**src/hw/rtl/lcwc_pkg.sv**
```systemverilog
// ---------------------------------------------------------------------------
// Load cell weigh conditioner package
// Shared widths, codes and reset values for the weigh conditioner.
// ---------------------------------------------------------------------------
package lcwc_pkg;

  localparam int SampleBitsDef = 24;

  localparam int RawW   = 24;
  localparam int KwW    = 20;
  localparam int ScaleW = 33;
  localparam int WgtW   = 32;
  localparam int AccW   = 32;
  localparam int CntW   = 8;
  localparam int AlphaW = 9;
  localparam int CfgAW  = 2;
  localparam int CfgDW  = 9;

  // Divider: numerator is wide enough for (net << 16).
  localparam int DivNW  = 40;
  localparam int DivDW  = 33;
  localparam int DivRW  = 34;
  localparam int DivCW  = 6;

  localparam logic [1:0] FUNC_WEIGH = 2'd0;
  localparam logic [1:0] FUNC_TARE  = 2'd1;
  localparam logic [1:0] FUNC_CAL   = 2'd2;
  localparam logic [1:0] FUNC_LOAD  = 2'd3;

  localparam logic [2:0] KIND_WEIGHT  = 3'd0;
  localparam logic [2:0] KIND_TARE    = 3'd1;
  localparam logic [2:0] KIND_CAL     = 3'd2;
  localparam logic [2:0] KIND_CAL_REJ = 3'd3;
  localparam logic [2:0] KIND_LOADED  = 3'd4;

  localparam logic [CfgAW-1:0] CFG_SAMPLE_COUNT = 2'd0;
  localparam logic [CfgAW-1:0] CFG_ALPHA_START  = 2'd1;
  localparam logic [CfgAW-1:0] CFG_ALPHA_TARE   = 2'd2;

  localparam logic [CntW-1:0]   SAMPLE_COUNT_RST = 8'd5;
  localparam logic [AlphaW-1:0] ALPHA_START_RST  = 9'd26;
  localparam logic [AlphaW-1:0] ALPHA_TARE_RST   = 9'd77;
  localparam logic [ScaleW-1:0] SCALE_RST        = 33'd57600;

  typedef enum logic [1:0] {
    DOP_AVG,
    DOP_WGT,
    DOP_CAL
  } div_op_t;

endpackage

```
**src/hw/rtl/load_cell_weigh_conditioner.sv**
```systemverilog
// ---------------------------------------------------------------------------
// Load cell weigh conditioner
// Batch averaging, tare, scaling, calibration and low-pass filtering of
// load-cell converter words, built around one shared bit-serial divider.
// ---------------------------------------------------------------------------
// Each input transfer carries a converter word and a function code. Weigh and
// tare samples that do not close a batch only add to the batch sum and give
// no result. A sample that closes a batch runs the restoring divider once for
// the average; a tare batch then reports, while a weigh batch runs the divider
// again for the weight quotient and, once the filter is primed, a shift-and-add
// multiply for the low-pass step. A calibrate item that is not rejected runs
// the divider once for the new scale; a load item only loads the scale. The
// divider retires one quotient bit per cycle. The block takes no new item
// while it works, but it does take one while a finished result still waits
// in the output register.
module load_cell_weigh_conditioner
  import lcwc_pkg::*;
#(
  parameter int SAMPLE_BITS = SampleBitsDef
) (
  input  logic                     clk,
  input  logic                     rst_n,
  input  logic                     cfg_we,
  input  logic [CfgAW-1:0]         cfg_addr,
  input  logic [CfgDW-1:0]         cfg_wdata,
  input  logic                     in_valid,
  output logic                     in_ready,
  input  logic [1:0]               in_func,
  input  logic [RawW-1:0]          in_raw_bits,
  input  logic [KwW-1:0]           in_known_weight,
  input  logic signed [ScaleW-1:0] in_scale_value,
  output logic                     out_valid,
  input  logic                     out_ready,
  output logic [2:0]               out_kind,
  output logic signed [WgtW-1:0]   out_weight_q,
  output logic [RawW-1:0]          out_average_raw,
  output logic [RawW-1:0]          out_offset_now,
  output logic signed [ScaleW-1:0] out_scale_now,
  output logic                     out_saturated
);

  // Sequencer state codes.
  localparam logic [2:0] ST_IDLE = 3'd0;
  localparam logic [2:0] ST_DIV  = 3'd1;
  localparam logic [2:0] ST_MUL  = 3'd2;
  localparam logic [2:0] ST_OUT  = 3'd3;

  localparam int ProdW = ScaleW + AlphaW;

  // Configuration registers.
  logic [CntW-1:0]   sample_count_r;
  logic [AlphaW-1:0] alpha_start_r;
  logic [AlphaW-1:0] alpha_tare_r;
  logic [AlphaW-1:0] alpha_now_r;
  logic              alpha_follows_tare_r;

  // Conditioner state.
  logic [2:0]               state_r;
  logic [RawW-1:0]          offset_r;
  logic signed [ScaleW-1:0] scale_r;
  logic [AccW-1:0]          acc_r;
  logic [CntW-1:0]          bcnt_r;
  logic                     batch_tare_r;
  logic signed [WgtW-1:0]   filt_r;
  logic                     primed_r;

  // Per-item working registers.
  logic [2:0]      kind_r;
  logic [RawW-1:0] avg_r;
  logic            sat_r;
  logic            neg_r;
  logic            net_zero_r;

  // Shared divider.
  div_op_t          div_op_r;
  logic [DivNW-1:0] div_num_r;
  logic [DivDW-1:0] div_den_r;
  logic [DivRW-1:0] div_rem_r;
  logic [DivNW-1:0] div_q_r;
  logic [DivCW-1:0] div_cnt_r;

  // Filter multiply.
  logic signed [ScaleW-1:0] mul_d_r;
  logic signed [ProdW-1:0]  mul_p_r;
  logic [AlphaW-1:0]        mul_a_r;
  logic [3:0]               mul_cnt_r;

  // Output register.
  logic                     out_valid_r;
  logic [2:0]               out_kind_r;
  logic signed [WgtW-1:0]   out_weight_r;
  logic [RawW-1:0]          out_avg_r;
  logic [RawW-1:0]          out_offset_r;
  logic signed [ScaleW-1:0] out_scale_r;
  logic                     out_sat_r;

  logic in_xfer;
  logic out_free;
  assign in_ready = (state_r == ST_IDLE);
  assign in_xfer  = in_valid && in_ready;
  assign out_free = !out_valid_r || out_ready;

  // Offset binary sample: the sign bit of the converter word is flipped.
  logic [RawW-1:0] samp;
  assign samp = RawW'(in_raw_bits[SAMPLE_BITS-1:0]) ^ (RawW'(1) << (SAMPLE_BITS - 1));

  // Batch bookkeeping for an incoming weigh or tare sample.
  logic            is_tare;
  logic            restart;
  logic [AccW-1:0] acc_sum;
  logic [CntW-1:0] cnt_inc;
  logic [CntW-1:0] batch_n;
  assign is_tare = (in_func == FUNC_TARE);
  assign restart = (bcnt_r != '0) && (batch_tare_r != is_tare);
  assign acc_sum = (restart ? '0 : acc_r) + AccW'(samp);
  assign cnt_inc = (restart ? '0 : bcnt_r) + CntW'(1);
  assign batch_n = (sample_count_r == '0) ? CntW'(1) : sample_count_r;

  // Calibrate difference, signed, one bit wider than a sample.
  logic signed [RawW:0] cal_diff;
  logic [RawW-1:0]      cal_mag;
  assign cal_diff = $signed({1'b0, samp}) - $signed({1'b0, offset_r});
  assign cal_mag  = cal_diff[RawW] ? RawW'(-cal_diff) : cal_diff[RawW-1:0];

  // One restoring division step.
  logic [DivRW-1:0] rem_sh;
  logic             div_ge;
  logic [DivRW-1:0] rem_nxt;
  logic [DivNW-1:0] q_nxt;
  assign rem_sh  = {div_rem_r[DivRW-2:0], div_num_r[DivNW-1]};
  assign div_ge  = rem_sh >= {1'b0, div_den_r};
  assign rem_nxt = div_ge ? rem_sh - {1'b0, div_den_r} : rem_sh;
  assign q_nxt   = {div_q_r[DivNW-2:0], div_ge};

  // Average finished: net magnitude against the offset.
  logic [RawW-1:0]   avg_new;
  logic [RawW-1:0]   net;
  logic [DivDW-1:0]  scale_mag;
  assign avg_new   = q_nxt[RawW-1:0];
  assign net       = (avg_new > offset_r) ? avg_new - offset_r : offset_r - avg_new;
  assign scale_mag = scale_r[ScaleW-1] ? DivDW'(-scale_r) : DivDW'(scale_r);

  // Weight quotient finished: sign and saturation.
  logic signed [WgtW-1:0] wgt;
  logic                   wgt_sat;
  always_comb begin
    wgt     = '0;
    wgt_sat = 1'b0;
    if (net_zero_r) begin
      wgt = '0;
    end else if (neg_r) begin
      if (q_nxt > DivNW'(33'h080000000)) begin
        wgt     = {1'b1, {(WgtW-1){1'b0}}};
        wgt_sat = 1'b1;
      end else begin
        wgt = -$signed(q_nxt[WgtW-1:0]);
      end
    end else if (q_nxt > DivNW'(32'h7FFFFFFF)) begin
      wgt     = {1'b0, {(WgtW-1){1'b1}}};
      wgt_sat = 1'b1;
    end else begin
      wgt = $signed(q_nxt[WgtW-1:0]);
    end
  end

  // Effective filter weight: values above one are taken as one.
  logic [AlphaW-1:0] alpha_eff;
  assign alpha_eff = (alpha_now_r > AlphaW'(256)) ? AlphaW'(256) : alpha_now_r;

  // Shift-and-add step and the floor-divided filter update.
  logic signed [ProdW-1:0] mul_add;
  logic signed [WgtW-1:0]  filt_upd;
  assign mul_add  = mul_a_r[mul_cnt_r] ?
                    mul_p_r + (ProdW'(mul_d_r) <<< mul_cnt_r) : mul_p_r;
  assign filt_upd = filt_r + WgtW'(mul_add >>> 8);

  // Configuration writes.
  always_ff @(posedge clk) begin
    if (!rst_n) begin
      sample_count_r <= SAMPLE_COUNT_RST;
      alpha_start_r  <= ALPHA_START_RST;
      alpha_tare_r   <= ALPHA_TARE_RST;
    end else if (cfg_we) begin
      unique case (cfg_addr)
        CFG_SAMPLE_COUNT: sample_count_r <= cfg_wdata[CntW-1:0];
        CFG_ALPHA_START:  alpha_start_r  <= cfg_wdata;
        CFG_ALPHA_TARE:   alpha_tare_r   <= cfg_wdata;
        default: ;
      endcase
    end
  end

  // Main sequencer.
  always_ff @(posedge clk) begin
    if (!rst_n) begin
      state_r              <= ST_IDLE;
      offset_r             <= '0;
      scale_r              <= SCALE_RST;
      acc_r                <= '0;
      bcnt_r               <= '0;
      batch_tare_r         <= 1'b0;
      filt_r               <= '0;
      primed_r             <= 1'b0;
      alpha_now_r          <= ALPHA_START_RST;
      alpha_follows_tare_r <= 1'b0;
      out_valid_r          <= 1'b0;
      div_cnt_r            <= '0;
      mul_cnt_r            <= '0;
    end else begin
      // A finished item loads the output register; otherwise a taken result
      // empties it.
      if (state_r == ST_OUT && out_free) begin
        out_valid_r <= 1'b1;
      end else if (out_valid_r && out_ready) begin
        out_valid_r <= 1'b0;
      end
      // A write to the register that the filter weight follows reloads it.
      if (cfg_we && cfg_addr == CFG_ALPHA_START && !alpha_follows_tare_r) begin
        alpha_now_r <= cfg_wdata;
      end
      if (cfg_we && cfg_addr == CFG_ALPHA_TARE && alpha_follows_tare_r) begin
        alpha_now_r <= cfg_wdata;
      end

      unique case (state_r)
        ST_IDLE: begin
          if (in_xfer) begin
            sat_r <= 1'b0;
            case (in_func)
              FUNC_WEIGH, FUNC_TARE: begin
                batch_tare_r <= is_tare;
                if (cnt_inc < batch_n) begin
                  acc_r  <= acc_sum;
                  bcnt_r <= cnt_inc;
                end else begin
                  acc_r     <= '0;
                  bcnt_r    <= '0;
                  div_op_r  <= DOP_AVG;
                  div_num_r <= DivNW'(acc_sum);
                  div_den_r <= DivDW'(cnt_inc);
                  div_rem_r <= '0;
                  div_cnt_r <= DivCW'(DivNW);
                  state_r   <= ST_DIV;
                end
              end
              FUNC_CAL: begin
                avg_r <= samp;
                if (in_known_weight == '0 || cal_diff == '0) begin
                  kind_r  <= KIND_CAL_REJ;
                  state_r <= ST_OUT;
                end else begin
                  neg_r     <= cal_diff[RawW];
                  div_op_r  <= DOP_CAL;
                  div_num_r <= DivNW'({cal_mag, 8'b0});
                  div_den_r <= DivDW'(in_known_weight);
                  div_rem_r <= '0;
                  div_cnt_r <= DivCW'(DivNW);
                  state_r   <= ST_DIV;
                end
              end
              default: begin
                avg_r   <= '0;
                scale_r <= in_scale_value;
                kind_r  <= KIND_LOADED;
                state_r <= ST_OUT;
              end
            endcase
          end
        end

        ST_DIV: begin
          if (div_cnt_r != DivCW'(1)) begin
            div_rem_r <= rem_nxt;
            div_q_r   <= q_nxt;
            div_num_r <= {div_num_r[DivNW-2:0], 1'b0};
            div_cnt_r <= div_cnt_r - DivCW'(1);
          end else begin
            // Last step: the quotient is taken straight from the step logic.
            case (div_op_r)
              DOP_AVG: begin
                avg_r <= avg_new;
                if (batch_tare_r) begin
                  offset_r             <= avg_new;
                  alpha_follows_tare_r <= 1'b1;
                  alpha_now_r          <= alpha_tare_r;
                  primed_r             <= 1'b0;
                  filt_r               <= '0;
                  kind_r               <= KIND_TARE;
                  state_r              <= ST_OUT;
                end else begin
                  net_zero_r <= (net == '0);
                  neg_r      <= scale_r[ScaleW-1];
                  div_op_r   <= DOP_WGT;
                  div_num_r  <= {net, 16'b0};
                  div_den_r  <= scale_mag;
                  div_rem_r  <= '0;
                  div_cnt_r  <= DivCW'(DivNW);
                end
              end
              DOP_WGT: begin
                sat_r  <= wgt_sat;
                kind_r <= KIND_WEIGHT;
                if (!primed_r) begin
                  filt_r   <= wgt;
                  primed_r <= 1'b1;
                  state_r  <= ST_OUT;
                end else begin
                  mul_d_r   <= ScaleW'(wgt) - ScaleW'(filt_r);
                  mul_p_r   <= '0;
                  mul_a_r   <= alpha_eff;
                  mul_cnt_r <= '0;
                  state_r   <= ST_MUL;
                end
              end
              default: begin
                scale_r <= neg_r ? -$signed(q_nxt[ScaleW-1:0]) : $signed(q_nxt[ScaleW-1:0]);
                kind_r  <= KIND_CAL;
                state_r <= ST_OUT;
              end
            endcase
          end
        end

        ST_MUL: begin
          mul_p_r   <= mul_add;
          mul_cnt_r <= mul_cnt_r + 4'd1;
          if (mul_cnt_r == 4'(AlphaW - 1)) begin
            filt_r  <= filt_upd;
            state_r <= ST_OUT;
          end
        end

        ST_OUT: begin
          if (out_free) begin
            state_r <= ST_IDLE;
          end
        end

        default: state_r <= ST_IDLE;
      endcase
    end
  end

  // Result payload is captured with the valid flag.
  always_ff @(posedge clk) begin
    if (state_r == ST_OUT && out_free) begin
      out_kind_r   <= kind_r;
      out_weight_r <= filt_r;
      out_avg_r    <= avg_r;
      out_offset_r <= offset_r;
      out_scale_r  <= scale_r;
      out_sat_r    <= sat_r;
    end
  end

  assign out_valid       = out_valid_r;
  assign out_kind        = out_kind_r;
  assign out_weight_q    = out_weight_r;
  assign out_average_raw = out_avg_r;
  assign out_offset_now  = out_offset_r;
  assign out_scale_now   = out_scale_r;
  assign out_saturated   = out_sat_r;

  // The divider always has steps left while it runs.
  a_div_cnt: assert property (@(posedge clk) disable iff (!rst_n)
    (state_r == ST_DIV) |-> (div_cnt_r != '0))
    else $error("divider running with no steps left");

  // The filter multiply only runs on a primed filter.
  a_mul_primed: assert property (@(posedge clk) disable iff (!rst_n)
    (state_r == ST_MUL) |-> primed_r)
    else $error("filter update on an unprimed filter");

  // Only weight results can report saturation.
  a_sat_kind: assert property (@(posedge clk) disable iff (!rst_n)
    (out_valid_r && out_kind_r != KIND_WEIGHT) |-> !out_sat_r)
    else $error("saturation flagged on a non-weight result");

  // A tare result always leaves a cleared, unprimed filter.
  a_tare_filter: assert property (@(posedge clk) disable iff (!rst_n)
    (state_r == ST_OUT && kind_r == KIND_TARE) |-> (!primed_r && filt_r == '0))
    else $error("tare left the filter primed");

endmodule

```
**config.mk**
```make
export PLATFORM = sky130hd
export DESIGN_NAME = load_cell_weigh_conditioner
export DESIGN_NICKNAME = d
export VERILOG_FILES = /design/src/hw/rtl/lcwc_pkg.sv /design/src/hw/rtl/load_cell_weigh_conditioner.sv
export SDC_FILE = /design/constraint.sdc
export NUM_CORES = 2
export LEC_CHECK = 0
export ABC_CLOCK_PERIOD_IN_PS = 7300
export BUFFER_PORTS_ARGS = -buffer_cell sky130_fd_sc_hd__buf_4
export CORE_ASPECT_RATIO = 0.75
export CORE_MARGIN = 2
export CORE_UTILIZATION = 40
export DETAILED_ROUTE_END_ITERATION = 10
export GPL_ROUTABILITY_DRIVEN = 0
export PLACE_DENSITY_LB_ADDON = 0.08
export SYNTH_ARGS = -nofsm -noshare
export SYNTH_HDL_FRONTEND = slang
export SYNTH_SLANG_ARGS = --single-unit
```
**constraint.sdc**
```tcl
create_clock -name clk -period 7.3 [get_ports clk]
set_input_delay 1.095 -clock clk [delete_from_list [all_inputs] [get_ports clk]]
set_output_delay 1.095 -clock clk [all_outputs]
set_load 0.02 [all_outputs]
```
After elaboration in Yosys (flattened, before gate mapping)
Index checks and enable logic that the tools add are counted.
{ "totals": {"regBits": 550, "inputBits": 95, "word_cells": 269} }
{ "classes": {"add_sub_neg": 15, "magnitude_cmp": 7, "n_eq_ne": 35, "shift": 1, "muxes": 124, "bitwise_logic": 3, "reduce_logical": 49} }
{ "ops": {"columns": ["cell", "count"], "rows": [
  ["$mux W33", 19],
  ["$pmux W33 S2", 5],
  ["$mux W32", 10],
  ["$mux W40", 6],
  ["$mux W42", 4],
  ["$pmux W40 S2", 2],
  ["$pmux W32 S2", 2],
  ["$mux W24", 5],
  ["$pmux W24 S2", 2],
  ["$pmux W42 S2", 1],
  ["$neg A33 Y33", 2],
  ["$mux W9", 6],
  ["$sub A24 B24 Y24", 2],
  ["$add A42 B42 Y42", 1],
  ["$sshl A33 B4 Y42", 1],
  ["$gt A40 B31 Y1 const B", 1],
  ["$gt A40 B32 Y1 const B", 1],
  ["$mux W6", 6],
  ["$ge A34 B33 Y1", 1],
  ["$sub A32 B32 Y33", 1],
  ["$sub A33 B33 Y33", 1],
  ["$add A32 B24 Y32", 1],
  ["$add A32 B32 Y32", 1],
  ["$neg A32 Y32", 1],
  ["55 further kinds", 152]
]} }

Depth between registers and ports, before layout
{ "depth": {"depth_word": 10, "depth_mapped": 34, "ltp_nobuf": 31} }

Worst setup path after synthesis
Ideal clock, no wire load.
{ "synth_timing": {"path_kind": "input -> register", "start": "input in_raw_bits[0]", "end": "register div_num_r[0] (enable)", "setup_time_ns": 0.504, "arrival_time_ns": 7.011, "required_time_ns": 6.796, "setup_slack_ns": -0.215, "stages": 16, "n_path_buf": 1, "path_cell_list": "inv_1 -> ha_1 -> inv_1 -> fa_1 -> a211oi_2 -> o211a_1 -> o311ai_1 -> a211oi_1 -> nor3_1 -> or3b_2 -> a21boi_0 -> o2111ai_1 -> nand2_1 -> buf_4 -> or2_2 -> nor2_1"} }
{ "synth_between": {"elab_chain_len": 5} }
{ "synth_lines": {"columns": ["element", "line", "rtl"], "rows": [
  ["start: declaration", "load_cell_weigh_conditioner.sv:29", "input logic [RawW-1:0] in_raw_bits,"],
  ["$sub A24 B24 Y25", "load_cell_weigh_conditioner.sv:122", "assign cal_diff = $signed({1'b0, samp}) - $signed({1'b0, offset_r});"],
  ["$logic_not A25 Y1", "load_cell_weigh_conditioner.sv:248", "if (in_known_weight == '0 || cal_diff == '0) begin"],
  ["$logic_or A1 B1 Y1", "load_cell_weigh_conditioner.sv:248", null],
  ["$ne A3 B3 Y1 (no source line)", null, null],
  ["$reduce_and A8 Y1 (no source line)", null, null],
  ["end signal: assignment", "load_cell_weigh_conditioner.sv:239", "div_num_r <= DivNW'(acc_sum);"],
  ["end signal: assignment", "load_cell_weigh_conditioner.sv:254", "div_num_r <= DivNW'({cal_mag, 8'b0});"],
  ["end signal: assignment", "load_cell_weigh_conditioner.sv:275", "div_num_r <= {div_num_r[DivNW-2:0], 1'b0};"],
  ["end: declaration", "load_cell_weigh_conditioner.sv:76", "logic [DivNW-1:0] div_num_r;"]
]} }
Every way passes these cells.
A chain may end at the register's enable or synchronous reset.

Final worst setup path
{ "layout_timing": {"start": "register div_rem_r[10]", "end": "register mul_d_r[30], data pin"} }
{ "layout_between": {"elab_chain_len": 6, "word_cells_on_any_way": 9, "classes_between": "add/sub (2); order compare (3); mux (4)"} }
{ "layout_lines": {"columns": ["element", "line", "rtl"], "rows": [
  ["start: declaration", "load_cell_weigh_conditioner.sv:78", "logic [DivRW-1:0] div_rem_r;"],
  ["start signal: assignment", "load_cell_weigh_conditioner.sv:273", "div_rem_r <= rem_nxt;"],
  ["$ge A34 B33 Y1 (*)", "load_cell_weigh_conditioner.sv:131", "assign div_ge = rem_sh >= {1'b0, div_den_r};"],
  ["$neg A32 Y32 (tied with other cells)", "load_cell_weigh_conditioner.sv:156", "wgt = -$signed(q_nxt[WgtW-1:0]);"],
  ["$mux W32 (on tied branches)", "load_cell_weigh_conditioner.sv:152, load_cell_weigh_conditioner.sv:158", null],
  ["$mux W32 (*)", "load_cell_weigh_conditioner.sv:151", "end else if (neg_r) begin"],
  ["$mux W32 (*)", "load_cell_weigh_conditioner.sv:149", "if (net_zero_r) begin"],
  ["$sub A32 B32 Y33 (*)", "load_cell_weigh_conditioner.sv:308", "mul_d_r <= ScaleW'(wgt) - ScaleW'(filt_r);"],
  ["end signal: assignment", "load_cell_weigh_conditioner.sv:308", null],
  ["end: declaration", "load_cell_weigh_conditioner.sv:83", "logic signed [ScaleW-1:0] mul_d_r;"]
]} }
Every way passes the cells marked *; elsewhere a longest branch is shown, timed or not.

==> summary.md <==
| Metric | Value |
|---|---|
| Syn Nets | 4602 |
| Die width | 359.8 um |
| DR pass1 iterations | 6 |
| Post-placement cell area | 40990 um^2 |
| Ys async rst share | 0% |
| Vias in the first global route | 30850 |
| DR DRC count | 0 |
| Core ar. | 93690 um^2 |
| DP Wirelength | 102.8 mm |
| Largest net degree at the start of global routing | 85 |
| Leakage power | 16.89 nW |
| Worst-path clk slew | 0.06 ns |
| Final #Nets | 4748 |
| Max cap viols | 0 |
| Crit path kind | reg -> reg |
| Ys Warns | 0 |
| Reg2reg path depth | 26 |
| Required time of the critical path | 7.66 ns |
| Clock root cell | clkbuf_16 |
| Worst R2R Start | div_rem_r[10] |
| Detail Route Antenna Nets | 0 |
| Hold slack | 0.4198 ns |
| Post-Synthesis Cells | 4250 |
| Pwr Density | 314.5 nW/um^2 |
| Layout cells sized above 1 | 11.82% |
| Worst setup SP type | flip-flop |
| First-pass GRT wire length | 201.1 mm |
| Skew-Pair Late Insertion Delay | 0.63 ns |
| Avg Cell Area, Syn | 8.935 um^2 |
| Total CTS buffers | 66 |
| Post-synth EDFFs | 376 |
| Hold Path Class | reg -> reg |
| Die area | 97440 um^2 |
| R2r setup slk | 0.25 ns |
| CTS Hold Bufs | 0 |
| Most frequent cells in the layout | nand2_1, a21oi_1, edfxtp_1 |
| Cell variety after synth | 105 |
| Min-Delay Endpoint | out_average_raw[15] |
| Nature of the critical path endpoint | flip-flop |
| Setup WS post-layout | 0.2548 ns |
| Boundary Pins | 214 |
| Arr. time, crit path | 7.40 ns |
| CTS max path bufs | 3 |
| Slew HR | 14.01% |
| # rows | 97 |
| Post-route minimum period | 7.045 ns |
| Port Buffer Count | 213 |
| H-tree Lvls | 3 |
| Worst-margin pin slew | 1.290 ns |
| Crit path buffers/inverters | 0 |
| Post-Syn Area | 37970 um^2 |
| Final setup vio count | 0 |
| Initial antenna violation count | 4 |
| Area Growth Syn to Fin | 14.61% |
| Initial Utilization | 40.53% |
| Commonest non-fill, non-tap cell in the layout | nand2_1 |
| Outcome | finished, final reports clean |
| Max-slew violation count | 0 |
| Total power | 0.01369 W |
| FMAX | 141.9 MHz |
| Slowest stage cell, crit path | a211oi_1 |
| Worst-path fanout max | 6 |
| #FFs+latches synth | 547 |
| Sequential-to-total area share from yosys stat | 38.75% |
| DP Worst Slack | 0.1624 ns |
| Tcrit/Tclk final | 96.51% |
| Via-to-Cell Ratio | 5.844 |
| Fin Clk Skew | 0.02628 ns |
| Peak VDD IR | 0.0001577 V |
| Routed wire length per instance | 23.72 um |
| GRT Total Usage | 27.04% |
| Routed vias | 33250 |
| Clock sink count | 547 |
| Count of final hold-check violations | 0 |
| Max incr delay on CP | 0.44 ns |
| DR iter-0 viols | 3643 |
| Die Y-Extent | 270.8 um |
| Primary FF master, synth | edfxtp_1 |
| Total grt overflow | 0 |
| HP Start | avg_r[15] |
| TritonCTS clock tree | done |
| Post-route cell area | 43520 um^2 |
| Cell family with most CP delay | compound AO/OA/AOI/OAI gates |
| Hold path cells | 0 |
| Reg2reg end | mul_d_r[30] |
| Routed WL | 135.0 mm |
## state kept, by name (all words and copies together) (netlist names), 24 cells and up
name	count
div_rem_r	33
div_num_r	40
mul_d_r	33
offset_r	24
out_average_raw	24
out_scale_now	33
div_q_r	39
out_weight_q	32
filt_r	32
scale_r	33
out_offset_now	24
mul_p_r	40
div_den_r	33
avg_r	24
acc_r	32
## Yosys cell counts (all sizes together) (41+ instances only)
master    n  area (um^2)
a22oi    41        307.8
xnor2   169         1480
mux2i    94        953.4
clkbuf  169        634.4
nor2    341         1280
o21ai   297         1486
nor3     72        365.3
inv     205        769.5
nand3    86        435.4
a211oi   92        705.7
a21oi   408         2061
and2     74        463.0
nor2b    55        344.1
a21o    112        840.8
and3     42        262.8
dfxtp   171         3423
nand2   463         1738
ha      249         3115
buf      46        239.0
edfxtp  376        11290
xor2    103        902.1
## how the worst max path moves through the flow
stage / startpoint / to / slack [ns] / cells after the start
after floorplan: div_rem_r[10] / mul_d_r[31] / 0.19 / 29
after global placement: div_rem_r[10] / mul_d_r[31] / 0.34 / 28
after detailed placement: div_rem_r[10] / mul_d_r[31] / 0.16 / 28
after CTS: div_rem_r[10] / mul_d_r[31] / 0.09 / 28
after global routing: div_rem_r[10] / mul_d_r[31] / -0.01 / 28
final: div_rem_r[10] / mul_d_r[30] / 0.25 / 26
## power by group
part / leakage (nW) / switching (W) / internal (W)
logic: 10.8 / 0.00353 / 0.00198
clock network: 1.19 / 0.00145 / 0.00230
registers: 4.87 / 0.000434 / 0.00400
total: 16.9 / 0.00541 / 0.00827
## routing by layer
layer / vias up / share of wire (%) / wire length, um / global-route usage [%]
li1: 15850 / - / - / -
met1: 15850 / 48 / 64840 / 40.92
met2: 1362 / 39 / 52750 / 36.64
met3: 183 / 10 / 13840 / 8.059
met4: 2 / 2.6 / 3515 / 7.320
met5: - / 0.0096 / 13 / 0
## cells by family (layout without fill, tap and decap cells)
| kind of cell | Yosys count | count (layout) | share of synthesized area [%] |
|---|---|---|---|
| compound gates | 1291 | 1291 | 21.55 |
| xor+xnor | 272 | 272 | 6.273 |
| fa+ha+maj | 257 | 257 | 8.626 |
| buf+inv | 421 | 621 | 4.336 |
| flops | 547 | 547 | 38.75 |
| mux | 120 | 120 | 3.727 |
| other cells | 0 | 2 | 0 |
| simple gates | 1342 | 1342 | 16.74 |
## final cells by class
cell class,count,area [um^2]
diodes,2,5.005
multi-input cells,3282,21800
repair buffers,293,2228
clock buffers,86,1882
well taps,1237,1548
clock inverters,36,561.8
fillers,9143,50170
inverters,206,778.2
flip-flops and latches,547,14720
## metrics by stage
stage / std cells / utilization [%] / TNS (ns)
after global routing: 5687 / 46.44 / -0.01623
after detailed placement: 5565 / 43.75 / 0
final: 5689 / 46.45 / 0
after global placement: 5565 / 43.75 / 0
after CTS: 5687 / 46.36 / 0
after floorplan: 4250 / - / 0
## what timing repair did
| action | CTS | global route |
|---|---|---|
| resized for setup | 0 | 20 |
| buffers inserted | 0 | 0 |
| setup endpoints to repair | 0 | 15 |
Power figures use the tool's default switching activity.
